$ cat src/design/fbjd_pkg.sv
// Package for the face box jitter and distance block: field widths, register
// indexes, payload structs and the status struct of the bit-serial units.
// No dependencies.
package fbjd_pkg;

    localparam int BOX_W          = 10;
    localparam int CENTER_W       = 11;
    localparam int DIST_W         = 20;
    localparam int STAB_W         = 15;
    localparam int NUM_W          = 16;
    localparam int MIN_W          = 3;
    localparam int FRAC_W         = 4;
    localparam int CFG_ADDR_W     = 2;
    localparam int CFG_DATA_W     = 16;
    localparam int WINDOW_DEFAULT = 5;

    localparam logic [NUM_W-1:0] RESET_DIST_NUM    = 16'd4760;
    localparam logic [MIN_W-1:0] RESET_MIN_SAMPLES = 3'd3;

    // Configuration register indexes.
    localparam logic [CFG_ADDR_W-1:0] REG_DIST_NUM    = 2'd0;
    localparam logic [CFG_ADDR_W-1:0] REG_MIN_SAMPLES = 2'd1;

    typedef struct packed {
        logic             face_found;
        logic [BOX_W-1:0] box_left;
        logic [BOX_W-1:0] box_top;
        logic [BOX_W-1:0] box_width;
        logic [BOX_W-1:0] box_height;
    } fbjd_in_t;

    typedef struct packed {
        logic              detected;
        logic [DIST_W-1:0] distance_q4;
        logic [STAB_W-1:0] stability_q4;
    } fbjd_out_t;

    // Status of a multi-cycle arithmetic unit.
    typedef struct packed {
        logic busy;
        logic done;
    } fbjd_unit_stat_t;

    function automatic int fbjd_max(input int a, input int b);
        return (a > b) ? a : b;
    endfunction

endpackage

$ cat src/design/face_box_jitter_and_distance_core.sv
// Top level of the face box jitter and distance block: sequencer, centre
// accumulation and result register. Depends on fbjd_pkg, fbjd_ring, fbjd_div, fbjd_sqrt.
//
//  channel | signals                              | moves
//  --------+--------------------------------------+-------------------------------
//  frame   | frame_valid, frame_ready, frame      | one detection box per transaction
//  result  | result_valid, result_ready, result   | one result per transaction
//  cfg     | cfg_wr_en, cfg_addr, cfg_wr_data     | register write, no handshake
//
// A frame without a face goes straight to the done state and from there to the
// output register. A face runs through the bit-serial divider for the distance,
// the ring reads, the bit-serial root and the divider again for the final divide by
// n; a zero box width skips the distance divide, too few samples skip the rest.
// Reset clears the sample count, the write slot and the control registers; the ring
// and the payload registers are not cleared. A new frame is taken once the sequencer
// is idle, even while the previous result still waits in the output register.
module face_box_jitter_and_distance_core #(
    parameter int WINDOW = fbjd_pkg::WINDOW_DEFAULT
) (
    input  logic                            clk,
    input  logic                            rst_n,
    input  logic                            cfg_wr_en,
    input  logic [fbjd_pkg::CFG_ADDR_W-1:0] cfg_addr,
    input  logic [fbjd_pkg::CFG_DATA_W-1:0] cfg_wr_data,
    input  logic                            frame_valid,
    output logic                            frame_ready,
    input  fbjd_pkg::fbjd_in_t              frame,
    output logic                            result_valid,
    input  logic                            result_ready,
    output fbjd_pkg::fbjd_out_t             result
);
    import fbjd_pkg::*;

    localparam int AW      = $clog2(WINDOW);
    localparam int NW      = $clog2(WINDOW + 1);
    localparam int ENTRY_W = 2 * CENTER_W;
    localparam int SUM_W   = CENTER_W + NW;
    localparam int SQ_W    = 2 * CENTER_W + NW;
    localparam int S_W     = 2 * CENTER_W + 2 * NW + 1;
    localparam int RAD_W   = S_W + 2 * FRAC_W + (S_W % 2);
    localparam int ROOT_W  = RAD_W / 2;
    localparam int DVD_W   = fbjd_max(DIST_W, ROOT_W);
    localparam int CMP_W   = 8;

    typedef enum logic [7:0] {
        ST_IDLE = 8'b0000_0001,
        ST_DIST = 8'b0000_0010,
        ST_READ = 8'b0000_0100,
        ST_PROD = 8'b0000_1000,
        ST_DIFF = 8'b0001_0000,
        ST_SQRT = 8'b0010_0000,
        ST_QUOT = 8'b0100_0000,
        ST_DONE = 8'b1000_0000
    } state_t;

    state_t              state_reg, state_next;
    logic [NUM_W-1:0]    dist_num_reg, dist_num_next;
    logic [MIN_W-1:0]    min_samples_reg, min_samples_next;
    logic [AW-1:0]       write_slot_reg, write_slot_next;
    logic [NW-1:0]       sample_count_reg, sample_count_next;
    logic [NW-1:0]       n_reg, n_next;
    logic                stab_en_reg, stab_en_next;
    logic [AW-1:0]       rd_ptr_reg, rd_ptr_next;
    logic [NW-1:0]       issue_cnt_reg, issue_cnt_next;
    logic                pend_reg, pend_next;
    logic                div_start_reg, div_start_next;
    logic                sqrt_start_reg, sqrt_start_next;
    logic                result_valid_reg, result_valid_next;

    fbjd_in_t            frame_reg, frame_next;
    logic [DIST_W-1:0]   dist_reg, dist_next;
    logic [STAB_W-1:0]   stab_reg, stab_next;
    logic [SUM_W-1:0]    sx_reg, sx_next, sy_reg, sy_next;
    logic [SQ_W-1:0]     qx_reg, qx_next, qy_reg, qy_next;
    logic [S_W-1:0]      t_reg, t_next;
    logic [2*SUM_W-1:0]  sqx_reg, sqx_next, sqy_reg, sqy_next;
    logic [S_W-1:0]      s_reg, s_next;
    logic [ROOT_W-1:0]   root_reg, root_next;
    fbjd_out_t           result_reg, result_next;

    logic                accept;
    logic [CENTER_W-1:0] cx, cy;
    logic [NW-1:0]       count_inc;
    logic [CMP_W-1:0]    min_eff;
    logic                rd_en;
    logic [ENTRY_W-1:0]  rd_data;
    logic [CENTER_W-1:0] rx, ry;
    logic [ENTRY_W-1:0]  rx_sq, ry_sq;
    logic [SQ_W:0]       q_sum;
    logic [S_W-1:0]      n_times_q;
    logic [2*SUM_W-1:0]  sx_sq, sy_sq;
    logic [DVD_W-1:0]    div_dividend;
    logic [BOX_W-1:0]    div_divisor;
    logic [DVD_W-1:0]    quotient;
    logic [ROOT_W-1:0]   sqrt_root;
    fbjd_unit_stat_t     div_stat;
    fbjd_unit_stat_t     sqrt_stat;

    assign accept      = frame_valid && frame_ready;
    assign frame_ready = (state_reg == ST_IDLE);

    // Box centre, each half-size truncated.
    assign cx = {1'b0, frame.box_left} + {2'b00, frame.box_width[BOX_W-1:1]};
    assign cy = {1'b0, frame.box_top} + {2'b00, frame.box_height[BOX_W-1:1]};

    assign count_inc = (sample_count_reg == NW'(WINDOW)) ? sample_count_reg
                                                          : sample_count_reg + 1'b1;
    assign min_eff   = (min_samples_reg == '0) ? CMP_W'(1) : CMP_W'(min_samples_reg);

    // Ring read data split into the two axes and squared.
    assign rx    = rd_data[CENTER_W-1:0];
    assign ry    = rd_data[ENTRY_W-1:CENTER_W];
    assign rx_sq = rx * rx;
    assign ry_sq = ry * ry;

    // Products for S = n * (qx + qy) - sx^2 - sy^2.
    assign q_sum     = {1'b0, qx_reg} + {1'b0, qy_reg};
    assign n_times_q = S_W'(n_reg) * S_W'(q_sum);
    assign sx_sq     = sx_reg * sx_reg;
    assign sy_sq     = sy_reg * sy_reg;

    // The divider serves the distance first and the final divide by n later.
    assign div_dividend = (state_reg == ST_QUOT) ? DVD_W'(root_reg)
                                                 : DVD_W'({dist_num_reg, {FRAC_W{1'b0}}});
    assign div_divisor  = (state_reg == ST_QUOT) ? BOX_W'(n_reg) : frame_reg.box_width;

    fbjd_ring #(
        .DEPTH  (WINDOW),
        .DATA_W (ENTRY_W)
    ) u_ring (
        .clk     (clk),
        .wr_en   (accept && frame.face_found),
        .wr_addr (write_slot_reg),
        .wr_data ({cy, cx}),
        .rd_en   (rd_en),
        .rd_addr (rd_ptr_reg),
        .rd_data (rd_data)
    );

    fbjd_div #(
        .DVD_W (DVD_W),
        .DVS_W (BOX_W)
    ) u_div (
        .clk      (clk),
        .rst_n    (rst_n),
        .start    (div_start_reg),
        .dividend (div_dividend),
        .divisor  (div_divisor),
        .stat     (div_stat),
        .quotient (quotient)
    );

    fbjd_sqrt #(
        .RAD_W (RAD_W)
    ) u_sqrt (
        .clk      (clk),
        .rst_n    (rst_n),
        .start    (sqrt_start_reg),
        .radicand (RAD_W'({s_reg, {(2 * FRAC_W){1'b0}}})),
        .stat     (sqrt_stat),
        .root     (sqrt_root)
    );

    // Configuration writes; unknown indexes are ignored.
    always_comb
    begin
        dist_num_next    = dist_num_reg;
        min_samples_next = min_samples_reg;
        if (cfg_wr_en)
        begin
            case (cfg_addr)
                REG_DIST_NUM:    dist_num_next    = cfg_wr_data[NUM_W-1:0];
                REG_MIN_SAMPLES: min_samples_next = cfg_wr_data[MIN_W-1:0];
                default:         ;
            endcase
        end
    end

    // Sequencer and datapath next state.
    always_comb
    begin
        state_next        = state_reg;
        write_slot_next   = write_slot_reg;
        sample_count_next = sample_count_reg;
        n_next            = n_reg;
        stab_en_next      = stab_en_reg;
        rd_ptr_next       = rd_ptr_reg;
        issue_cnt_next    = issue_cnt_reg;
        pend_next         = 1'b0;
        div_start_next    = 1'b0;
        sqrt_start_next   = 1'b0;
        result_valid_next = result_valid_reg;
        frame_next        = frame_reg;
        dist_next         = dist_reg;
        stab_next         = stab_reg;
        sx_next           = sx_reg;
        sy_next           = sy_reg;
        qx_next           = qx_reg;
        qy_next           = qy_reg;
        t_next            = t_reg;
        sqx_next          = sqx_reg;
        sqy_next          = sqy_reg;
        s_next            = s_reg;
        root_next         = root_reg;
        result_next       = result_reg;
        rd_en             = 1'b0;

        // The consumer takes the waiting result.
        if (result_valid_reg && result_ready)
        begin
            result_valid_next = 1'b0;
        end

        case (state_reg)
            ST_IDLE:
            begin
                if (accept)
                begin
                    frame_next     = frame;
                    dist_next      = '0;
                    stab_next      = '0;
                    sx_next        = '0;
                    sy_next        = '0;
                    qx_next        = '0;
                    qy_next        = '0;
                    rd_ptr_next    = write_slot_reg;
                    issue_cnt_next = '0;
                    if (!frame.face_found)
                    begin
                        sample_count_next = '0;
                        stab_en_next      = 1'b0;
                        state_next        = ST_DONE;
                    end
                    else
                    begin
                        write_slot_next   = (write_slot_reg == AW'(WINDOW - 1)) ? '0
                                            : write_slot_reg + 1'b1;
                        sample_count_next = count_inc;
                        n_next            = count_inc;
                        stab_en_next      = (CMP_W'(count_inc) >= min_eff);
                        if (frame.box_width != '0)
                        begin
                            div_start_next = 1'b1;
                            state_next     = ST_DIST;
                        end
                        else if (CMP_W'(count_inc) >= min_eff)
                        begin
                            state_next = ST_READ;
                        end
                        else
                        begin
                            state_next = ST_DONE;
                        end
                    end
                end
            end

            ST_DIST:
            begin
                if (div_stat.done)
                begin
                    dist_next  = quotient[DIST_W-1:0];
                    state_next = stab_en_reg ? ST_READ : ST_DONE;
                end
            end

            // Walk back from the newest entry, one read a cycle.
            ST_READ:
            begin
                if (issue_cnt_reg != n_reg)
                begin
                    rd_en          = 1'b1;
                    pend_next      = 1'b1;
                    issue_cnt_next = issue_cnt_reg + 1'b1;
                    rd_ptr_next    = (rd_ptr_reg == '0) ? AW'(WINDOW - 1) : rd_ptr_reg - 1'b1;
                end
                if (pend_reg)
                begin
                    sx_next = sx_reg + SUM_W'(rx);
                    sy_next = sy_reg + SUM_W'(ry);
                    qx_next = qx_reg + SQ_W'(rx_sq);
                    qy_next = qy_reg + SQ_W'(ry_sq);
                end
                else if (issue_cnt_reg == n_reg)
                begin
                    state_next = ST_PROD;
                end
            end

            ST_PROD:
            begin
                t_next     = n_times_q;
                sqx_next   = sx_sq;
                sqy_next   = sy_sq;
                state_next = ST_DIFF;
            end

            ST_DIFF:
            begin
                s_next          = t_reg - S_W'(sqx_reg) - S_W'(sqy_reg);
                sqrt_start_next = 1'b1;
                state_next      = ST_SQRT;
            end

            ST_SQRT:
            begin
                if (sqrt_stat.done)
                begin
                    root_next      = sqrt_root;
                    div_start_next = 1'b1;
                    state_next     = ST_QUOT;
                end
            end

            ST_QUOT:
            begin
                if (div_stat.done)
                begin
                    stab_next  = quotient[STAB_W-1:0];
                    state_next = ST_DONE;
                end
            end

            // Hand the result to the output register once it is free.
            ST_DONE:
            begin
                if (!result_valid_reg || result_ready)
                begin
                    result_valid_next        = 1'b1;
                    result_next.detected     = frame_reg.face_found;
                    result_next.distance_q4  = dist_reg;
                    result_next.stability_q4 = stab_reg;
                    state_next               = ST_IDLE;
                end
            end

            default:
            begin
                state_next = ST_IDLE;
            end
        endcase
    end

    // Control state and configuration registers.
    always_ff @(posedge clk or negedge rst_n)
    begin
        if (!rst_n)
        begin
            state_reg        <= ST_IDLE;
            dist_num_reg     <= RESET_DIST_NUM;
            min_samples_reg  <= RESET_MIN_SAMPLES;
            write_slot_reg   <= '0;
            sample_count_reg <= '0;
            n_reg            <= '0;
            stab_en_reg      <= 1'b0;
            rd_ptr_reg       <= '0;
            issue_cnt_reg    <= '0;
            pend_reg         <= 1'b0;
            div_start_reg    <= 1'b0;
            sqrt_start_reg   <= 1'b0;
            result_valid_reg <= 1'b0;
        end
        else
        begin
            state_reg        <= state_next;
            dist_num_reg     <= dist_num_next;
            min_samples_reg  <= min_samples_next;
            write_slot_reg   <= write_slot_next;
            sample_count_reg <= sample_count_next;
            n_reg            <= n_next;
            stab_en_reg      <= stab_en_next;
            rd_ptr_reg       <= rd_ptr_next;
            issue_cnt_reg    <= issue_cnt_next;
            pend_reg         <= pend_next;
            div_start_reg    <= div_start_next;
            sqrt_start_reg   <= sqrt_start_next;
            result_valid_reg <= result_valid_next;
        end
    end

    // Payload registers.
    always_ff @(posedge clk)
    begin
        frame_reg  <= frame_next;
        dist_reg   <= dist_next;
        stab_reg   <= stab_next;
        sx_reg     <= sx_next;
        sy_reg     <= sy_next;
        qx_reg     <= qx_next;
        qy_reg     <= qy_next;
        t_reg      <= t_next;
        sqx_reg    <= sqx_next;
        sqy_reg    <= sqy_next;
        s_reg      <= s_next;
        root_reg   <= root_next;
        result_reg <= result_next;
    end

    assign result_valid = result_valid_reg;
    assign result       = result_reg;

endmodule

$ cat src/design/fbjd_ring.sv
// Ring store of box centres: one write port and one registered read port.
// Depends on nothing but its parameters.
module fbjd_ring #(
    parameter int DEPTH  = 5,
    parameter int DATA_W = 22
) (
    input  logic                     clk,
    input  logic                     wr_en,
    input  logic [$clog2(DEPTH)-1:0] wr_addr,
    input  logic [DATA_W-1:0]        wr_data,
    input  logic                     rd_en,
    input  logic [$clog2(DEPTH)-1:0] rd_addr,
    output logic [DATA_W-1:0]        rd_data
);

    logic [DATA_W-1:0] mem [DEPTH];
    logic [DATA_W-1:0] rd_data_reg;

    // Write port.
    always_ff @(posedge clk)
    begin
        if (wr_en)
        begin
            mem[wr_addr] <= wr_data;
        end
    end

    // Registered read port.
    always_ff @(posedge clk)
    begin
        if (rd_en)
        begin
            rd_data_reg <= mem[rd_addr];
        end
    end

    assign rd_data = rd_data_reg;

endmodule

$ cat src/design/fbjd_div.sv
// Bit-serial restoring divider: one quotient bit per cycle, DVD_W quotient bits.
// Depends on fbjd_pkg for the unit status struct.
module fbjd_div #(
    parameter int DVD_W = 20,
    parameter int DVS_W = 10
) (
    input  logic                     clk,
    input  logic                     rst_n,
    input  logic                     start,
    input  logic [DVD_W-1:0]         dividend,
    input  logic [DVS_W-1:0]         divisor,
    output fbjd_pkg::fbjd_unit_stat_t stat,
    output logic [DVD_W-1:0]         quotient
);
    import fbjd_pkg::*;

    localparam int CNT_W = $clog2(DVD_W + 1);

    logic             busy_reg, busy_next;
    logic             done_reg, done_next;
    logic [CNT_W-1:0] cnt_reg, cnt_next;
    logic [DVD_W-1:0] q_reg, q_next;
    logic [DVS_W-1:0] rem_reg, rem_next;
    logic [DVS_W-1:0] d_reg, d_next;
    logic [DVS_W:0]   shifted;
    logic [DVS_W:0]   diff;
    logic             fits;

    // One restoring step: bring in the next dividend bit and try the divisor.
    always_comb
    begin
        shifted = {rem_reg, q_reg[DVD_W-1]};
        fits    = (shifted >= {1'b0, d_reg});
        diff    = shifted - {1'b0, d_reg};
    end

    always_comb
    begin
        busy_next = busy_reg;
        done_next = 1'b0;
        cnt_next  = cnt_reg;
        q_next    = q_reg;
        rem_next  = rem_reg;
        d_next    = d_reg;
        if (start)
        begin
            busy_next = 1'b1;
            cnt_next  = CNT_W'(DVD_W);
            q_next    = dividend;
            rem_next  = '0;
            d_next    = divisor;
        end
        else if (busy_reg)
        begin
            q_next   = {q_reg[DVD_W-2:0], fits};
            rem_next = fits ? diff[DVS_W-1:0] : shifted[DVS_W-1:0];
            cnt_next = cnt_reg - 1'b1;
            if (cnt_reg == CNT_W'(1))
            begin
                busy_next = 1'b0;
                done_next = 1'b1;
            end
        end
    end

    // Control state.
    always_ff @(posedge clk or negedge rst_n)
    begin
        if (!rst_n)
        begin
            busy_reg <= 1'b0;
            done_reg <= 1'b0;
            cnt_reg  <= '0;
        end
        else
        begin
            busy_reg <= busy_next;
            done_reg <= done_next;
            cnt_reg  <= cnt_next;
        end
    end

    // Datapath registers.
    always_ff @(posedge clk)
    begin
        q_reg   <= q_next;
        rem_reg <= rem_next;
        d_reg   <= d_next;
    end

    assign stat.busy = busy_reg;
    assign stat.done = done_reg;
    assign quotient  = q_reg;

endmodule

$ cat src/design/fbjd_sqrt.sv
// Digit-serial integer square root: two radicand bits in, one root bit out
// per cycle, RAD_W/2 root bits. Depends on fbjd_pkg for the unit status struct.
module fbjd_sqrt #(
    parameter int RAD_W = 38
) (
    input  logic                     clk,
    input  logic                     rst_n,
    input  logic                     start,
    input  logic [RAD_W-1:0]         radicand,
    output fbjd_pkg::fbjd_unit_stat_t stat,
    output logic [RAD_W/2-1:0]       root
);
    import fbjd_pkg::*;

    localparam int ROOT_W = RAD_W / 2;
    localparam int REM_W  = ROOT_W + 2;
    localparam int CNT_W  = $clog2(ROOT_W + 1);

    logic              busy_reg, busy_next;
    logic              done_reg, done_next;
    logic [CNT_W-1:0]  cnt_reg, cnt_next;
    logic [RAD_W-1:0]  rad_reg, rad_next;
    logic [REM_W-1:0]  rem_reg, rem_next;
    logic [ROOT_W-1:0] root_reg, root_next;
    logic [REM_W+1:0]  shifted;
    logic [REM_W+1:0]  trial;
    logic [REM_W+1:0]  diff;
    logic              fits;

    // One digit step: remainder takes the next bit pair, trial is 4*root + 1.
    always_comb
    begin
        shifted = {rem_reg, rad_reg[RAD_W-1 -: 2]};
        trial   = {2'b00, root_reg, 2'b01};
        fits    = (shifted >= trial);
        diff    = shifted - trial;
    end

    always_comb
    begin
        busy_next = busy_reg;
        done_next = 1'b0;
        cnt_next  = cnt_reg;
        rad_next  = rad_reg;
        rem_next  = rem_reg;
        root_next = root_reg;
        if (start)
        begin
            busy_next = 1'b1;
            cnt_next  = CNT_W'(ROOT_W);
            rad_next  = radicand;
            rem_next  = '0;
            root_next = '0;
        end
        else if (busy_reg)
        begin
            rad_next  = {rad_reg[RAD_W-3:0], 2'b00};
            rem_next  = fits ? diff[REM_W-1:0] : shifted[REM_W-1:0];
            root_next = {root_reg[ROOT_W-2:0], fits};
            cnt_next  = cnt_reg - 1'b1;
            if (cnt_reg == CNT_W'(1))
            begin
                busy_next = 1'b0;
                done_next = 1'b1;
            end
        end
    end

    // Control state.
    always_ff @(posedge clk or negedge rst_n)
    begin
        if (!rst_n)
        begin
            busy_reg <= 1'b0;
            done_reg <= 1'b0;
            cnt_reg  <= '0;
        end
        else
        begin
            busy_reg <= busy_next;
            done_reg <= done_next;
            cnt_reg  <= cnt_next;
        end
    end

    // Datapath registers.
    always_ff @(posedge clk)
    begin
        rad_reg  <= rad_next;
        rem_reg  <= rem_next;
        root_reg <= root_next;
    end

    assign stat.busy = busy_reg;
    assign stat.done = done_reg;
    assign root      = root_reg;

endmodule

$ cat config.mk
export PLATFORM = sky130hd
export DESIGN_NAME = face_box_jitter_and_distance_core
export DESIGN_NICKNAME = d
export VERILOG_FILES = /design/src/design/fbjd_pkg.sv /design/src/design/face_box_jitter_and_distance_core.sv /design/src/design/fbjd_ring.sv /design/src/design/fbjd_div.sv /design/src/design/fbjd_sqrt.sv
export SDC_FILE = /design/constraint.sdc
export NUM_CORES = 2
export LEC_CHECK = 0
export ABC_AREA = 0
export BUFFER_PORTS_ARGS = -buffer_cell sky130_fd_sc_hd__buf_2
export CAP_MARGIN = 20
export CORE_ASPECT_RATIO = 1.2
export CORE_UTILIZATION = 35
export CTS_CLUSTER_DIAMETER = 30
export CTS_CLUSTER_SIZE = 8
export DETAILED_ROUTE_END_ITERATION = 7
export GPL_TIMING_DRIVEN = 0
export RECOVER_POWER = 100
export SYNTH_ARGS = -nofsm -noshare
export SYNTH_HDL_FRONTEND = slang
export SYNTH_SLANG_ARGS = --single-unit
$ cat constraint.sdc
create_clock -name clk -period 8.5 [get_ports clk]
set_input_delay 2.55 -clock clk [delete_from_list [all_inputs] [get_ports clk]]
set_output_delay 2.55 -clock clk [all_outputs]
set_load 0.02 [all_outputs]
==> results_tabular.tex <==
\begin{tabular}{lr}
\hline
Metric & Value \\
\hline
\multicolumn{2}{l}{\textbf{Placement}} \\
\quad Post-DP HPWL & 88.9 mm \\
\quad GPL Wtd Cong & 0.845 \\
\quad Standard cell area after detailed placement & 52,500 µm² \\
\quad Buffers on Ports & 100 \\
\multicolumn{2}{l}{\textbf{Timing}} \\
\quad Skew final & 0.0295 ns \\
\quad Final worst path period share & 87.6\% \\
\quad Relative slew margins & -161\% \\
\quad Fmax & 134 MHz \\
\quad Hold violation total from the final report & 0 \\
\quad Setup repair after global routing missed its margin & no \\
\quad Slew Viols, Final & 236 \\
\quad Shortest period the worst path allows & 7.44 ns \\
\quad Slew at the pin with the worst max-slew slack & 3.91 ns \\
\quad Endpoints failing setup & 0 \\
\multicolumn{2}{l}{\textbf{Critical path}} \\
\quad Critical path's slowest cell & sky130\_fd\_sc\_hd\_\_o311ai\_0 \\
\quad Max stage delay on crit path & 0.71 ns \\
\quad Crit path buffers/inverters & 8 \\
\quad Number of cells traversed by the worst register-to-register path & 26 \\
\quad Endpoint of the worst-slack reg-to-reg timing path & sqx\_reg[23] \\
\quad Most frequent CP cell & sky130\_fd\_sc\_hd\_\_inv\_1 \\
\quad Data required, critical path & 8.97 ns \\
\quad Flop-to-flop setup slack & 1.06 ns \\
\quad Worst setup SP type & flip-flop \\
\quad Crit-path leading delay family & adder cells \\
\quad Capturing element type of the critical path & flip-flop \\
\quad R2R Path Start & sx\_reg[2] \\
\quad Crit path arrival time & 7.91 ns \\
\quad CP Class & reg2reg \\
\quad Max Fanout on Critical Path & 10 \\
\multicolumn{2}{l}{\textbf{Yosys}} \\
\quad Number of different library cells in the post-synthesis netlist & 87 \\
\quad Per-instance average area after synthesis & 10.4 µm² \\
\quad Cell area after technology mapping & 49,400 µm² \\
\quad Leading post-synthesis cells by cell area & sky130\_fd\_sc\_hd\_\_edfxtp\_1 (29\%), sky130\_fd\_sc\_hd\_\_fa\_1 (18\%), sky130\_fd\_sc\_hd\_\_ha\_1 (12\%), sky130\_fd\_sc\_hd\_\_inv\_1 (6.7\%), sky130\_fd\_sc\_hd\_\_nand2\_1 (3.5\%) \\
\quad Number of warnings printed during yosys synthesis & 0 \\
\quad Async set or reset register ratio after synthesis & 10.3\% \\
\quad Fraction of post-synthesis cell area in the top cell type by area & 29.3\% \\
\quad Most area-hungry cell type in the Yosys netlist & sky130\_fd\_sc\_hd\_\_edfxtp\_1 \\
\quad Most instantiated library cell after synthesis & sky130\_fd\_sc\_hd\_\_inv\_1 \\
\quad Main flop type after synthesis & sky130\_fd\_sc\_hd\_\_edfxtp\_1 \\
\quad Number of instances in the synthesized netlist & 4,766 \\
\quad Mapped Nets & 5,751 \\
\quad Number of flip-flops and latches in the synthesized netlist & 594 \\
\quad Count of flip-flops with a built-in enable after synthesis & 482 \\
\quad Cell types with the highest counts after synthesis & sky130\_fd\_sc\_hd\_\_inv\_1 (878), sky130\_fd\_sc\_hd\_\_edfxtp\_1 (482), sky130\_fd\_sc\_hd\_\_ha\_1 (466) \\
\quad Sequential share of the synthesized area & 34.5\% \\
\multicolumn{2}{l}{\textbf{Clocking}} \\
\quad Clock tree from TritonCTS & yes \\
\quad Source-to-sink clock delay at the later pin of the worst-skew pair & 0.75 ns \\
\quad Sink count of the clock tree & 594 \\
\quad Number of buffers between clock root and the deepest sink & 3 \\
\quad Root Driver & sky130\_fd\_sc\_hd\_\_clkbuf\_16 \\
\quad Post-CTS Setup Bufs & 0 \\
\quad Clock buffers created by TritonCTS & 140 \\
\quad H-tree depth & 4 \\
\quad Clock slew seen by the registers of the worst setup and hold paths & 0.05 ns \\
\quad Quantity of gates resized following cts & 0 \\
\quad CTS Hold Bufs & 0 \\
\multicolumn{2}{l}{\textbf{Worst hold path}} \\
\quad Hold path depth & 0 \\
\quad Hold EP & result[22] \\
\quad Beginning of the worst hold path & dist\_reg[7] \\
\quad Worst hold path type & reg2reg \\
\multicolumn{2}{l}{\textbf{Route}} \\
\quad Via-per-instance ratio & 4.82 \\
\quad Final wirelength & 113 mm \\
\quad Number of iterations in the first detailed-routing pass & 6 \\
\quad Remaining DRCs & 0 \\
\quad Vias post-DR & 33,600 \\
\quad DRT antenna net count & 0 \\
\quad Routed len/inst & 16.2 µm \\
\quad Count of routing violations after the opening detailed-route iteration & 1,483 \\
\multicolumn{2}{l}{\textbf{Finish}} \\
\quad Share of post-route cells with drive strength above 1 & 7.58\% \\
\quad Fill cells & 13,516 \\
\quad Number of nets in the layout & 6,019 \\
\quad Syn-to-layout area delta & 15.6\% \\
\quad Layout Cell Area excl Fill & 57,100 µm² \\
\quad Max FFs per register & 110 \\
\quad Antenna diodes & 0 \\
\multicolumn{2}{l}{\textbf{Global route}} \\
\quad Number of global-route vias before repair & 35,254 \\
\quad First-pass GRT wire length & 185 mm \\
\quad Antenna violations before repair & 0 \\
\quad Leftover overflow at the end of global routing & 0 \\
\quad Global Route Usage Sum & 16.5\% \\
\quad Maximum number of pins on one net before global-route repair & 65 \\
\multicolumn{2}{l}{\textbf{Floorplan}} \\
\quad Initial standard-cell utilization of the core & 35.4\% \\
\quad Standard-cell rows & 150 \\
\quad Die Footprint & 143,000 µm² \\
\quad Area of the core region & 140,000 µm² \\
\quad Horizontal die dimension & 345 µm \\
\quad Num ports & 102 \\
\quad Die height & 413 µm \\
\multicolumn{2}{l}{\textbf{Status}} \\
\quad Failing checks & max-capacitance violations, max-slew violations \\
\quad Outcome & finished with violations \\
\multicolumn{2}{l}{\textbf{Flow run}} \\
\quad Max capacitance violation total & 7 \\
\hline
\end{tabular}
[worst max path at each step]
stage | slack, ns | cells after the start | to | start
CTS | 1.39 | 26 | sqx_reg[21] | sx_reg[2]
floorplan | 0.61 | 6 | state_reg[2] | state_reg[5]
detailed placement | 1.45 | 26 | sqx_reg[21] | sx_reg[2]
global placement | -2.41 | 6 | state_reg[2] | state_reg[5]
global route | 0.65 | 26 | sqx_reg[23] | sx_reg[2]
finish | 1.06 | 26 | sqx_reg[23] | sx_reg[2]
[placed cells by master (no fill, tap or decap), types with 56 or more instances in the layout]
master,instances
sky130_fd_sc_hd__inv_1,879
sky130_fd_sc_hd__edfxtp_1,482
sky130_fd_sc_hd__ha_1,466
sky130_fd_sc_hd__nand2_1,464
sky130_fd_sc_hd__fa_1,455
sky130_fd_sc_hd__nor2_1,294
sky130_fd_sc_hd__clkbuf_1,216
sky130_fd_sc_hd__a21oi_1,175
sky130_fd_sc_hd__xnor2_1,152
sky130_fd_sc_hd__clkbuf_16,142
sky130_fd_sc_hd__and2_1,136
sky130_fd_sc_hd__o21ai_0,121
sky130_fd_sc_hd__a21o_1,89
sky130_fd_sc_hd__xor2_1,77
sky130_fd_sc_hd__nand3_1,56
[logic make-up (layout without fill, tap and decap cells)]
logic type               after synthesis  after routing  synth area share (%)
AND/OR/NAND/NOR                     1241           1241                  11.8
multiplexers                         112            112                  2.97
AO/OA/AOI/OAI                        658            658                  8.71
buffers and inverters               1011           1393                  7.71
flip-flops                           594            594                  34.5
adder cells (fa/ha/maj)              921            921                  30.3
XOR/XNOR                             229            229                  4.06
[per-layer routing]
layer	vias up	GRT usage, %	share of wire [%]
li1	16326	-	-
met2	520	29.3	51
met1	16566	19.6	42
met5	-	0	0
met4	0	6.59	3.7
met3	188	2.64	3.2
[final cells by class]
cell class,count,area (µm²),share of cell area [%]
clock buffers,163,3720,6.52
clock inverters,93,1220,2.14
plain buffers,132,497,0.871
well taps,1824,2280,4.00
repair buffers,126,544,0.954
inverters,879,3300,5.78
flip-flops and latches,594,17000,29.9
multi-input cells,3161,28500,49.9
[stage by stage]
step	util, %	cells	hold WS (ns)	worst slack [ns]	setup TNS, ns
floorplan	-	4766	0.400	0.611	0
global placement	37.3	6690	0.402	-2.41	-176.14
detailed placement	37.6	6715	0.405	1.45	0
CTS	41.1	6971	0.415	1.39	0
global route	40.9	6972	0.419	0.649	0
finish	40.9	6972	0.413	1.06	0
Power is left out: the tool's default activity adds up to more than one toggle a clock period on the data nets, which glitch-free logic cannot reach.
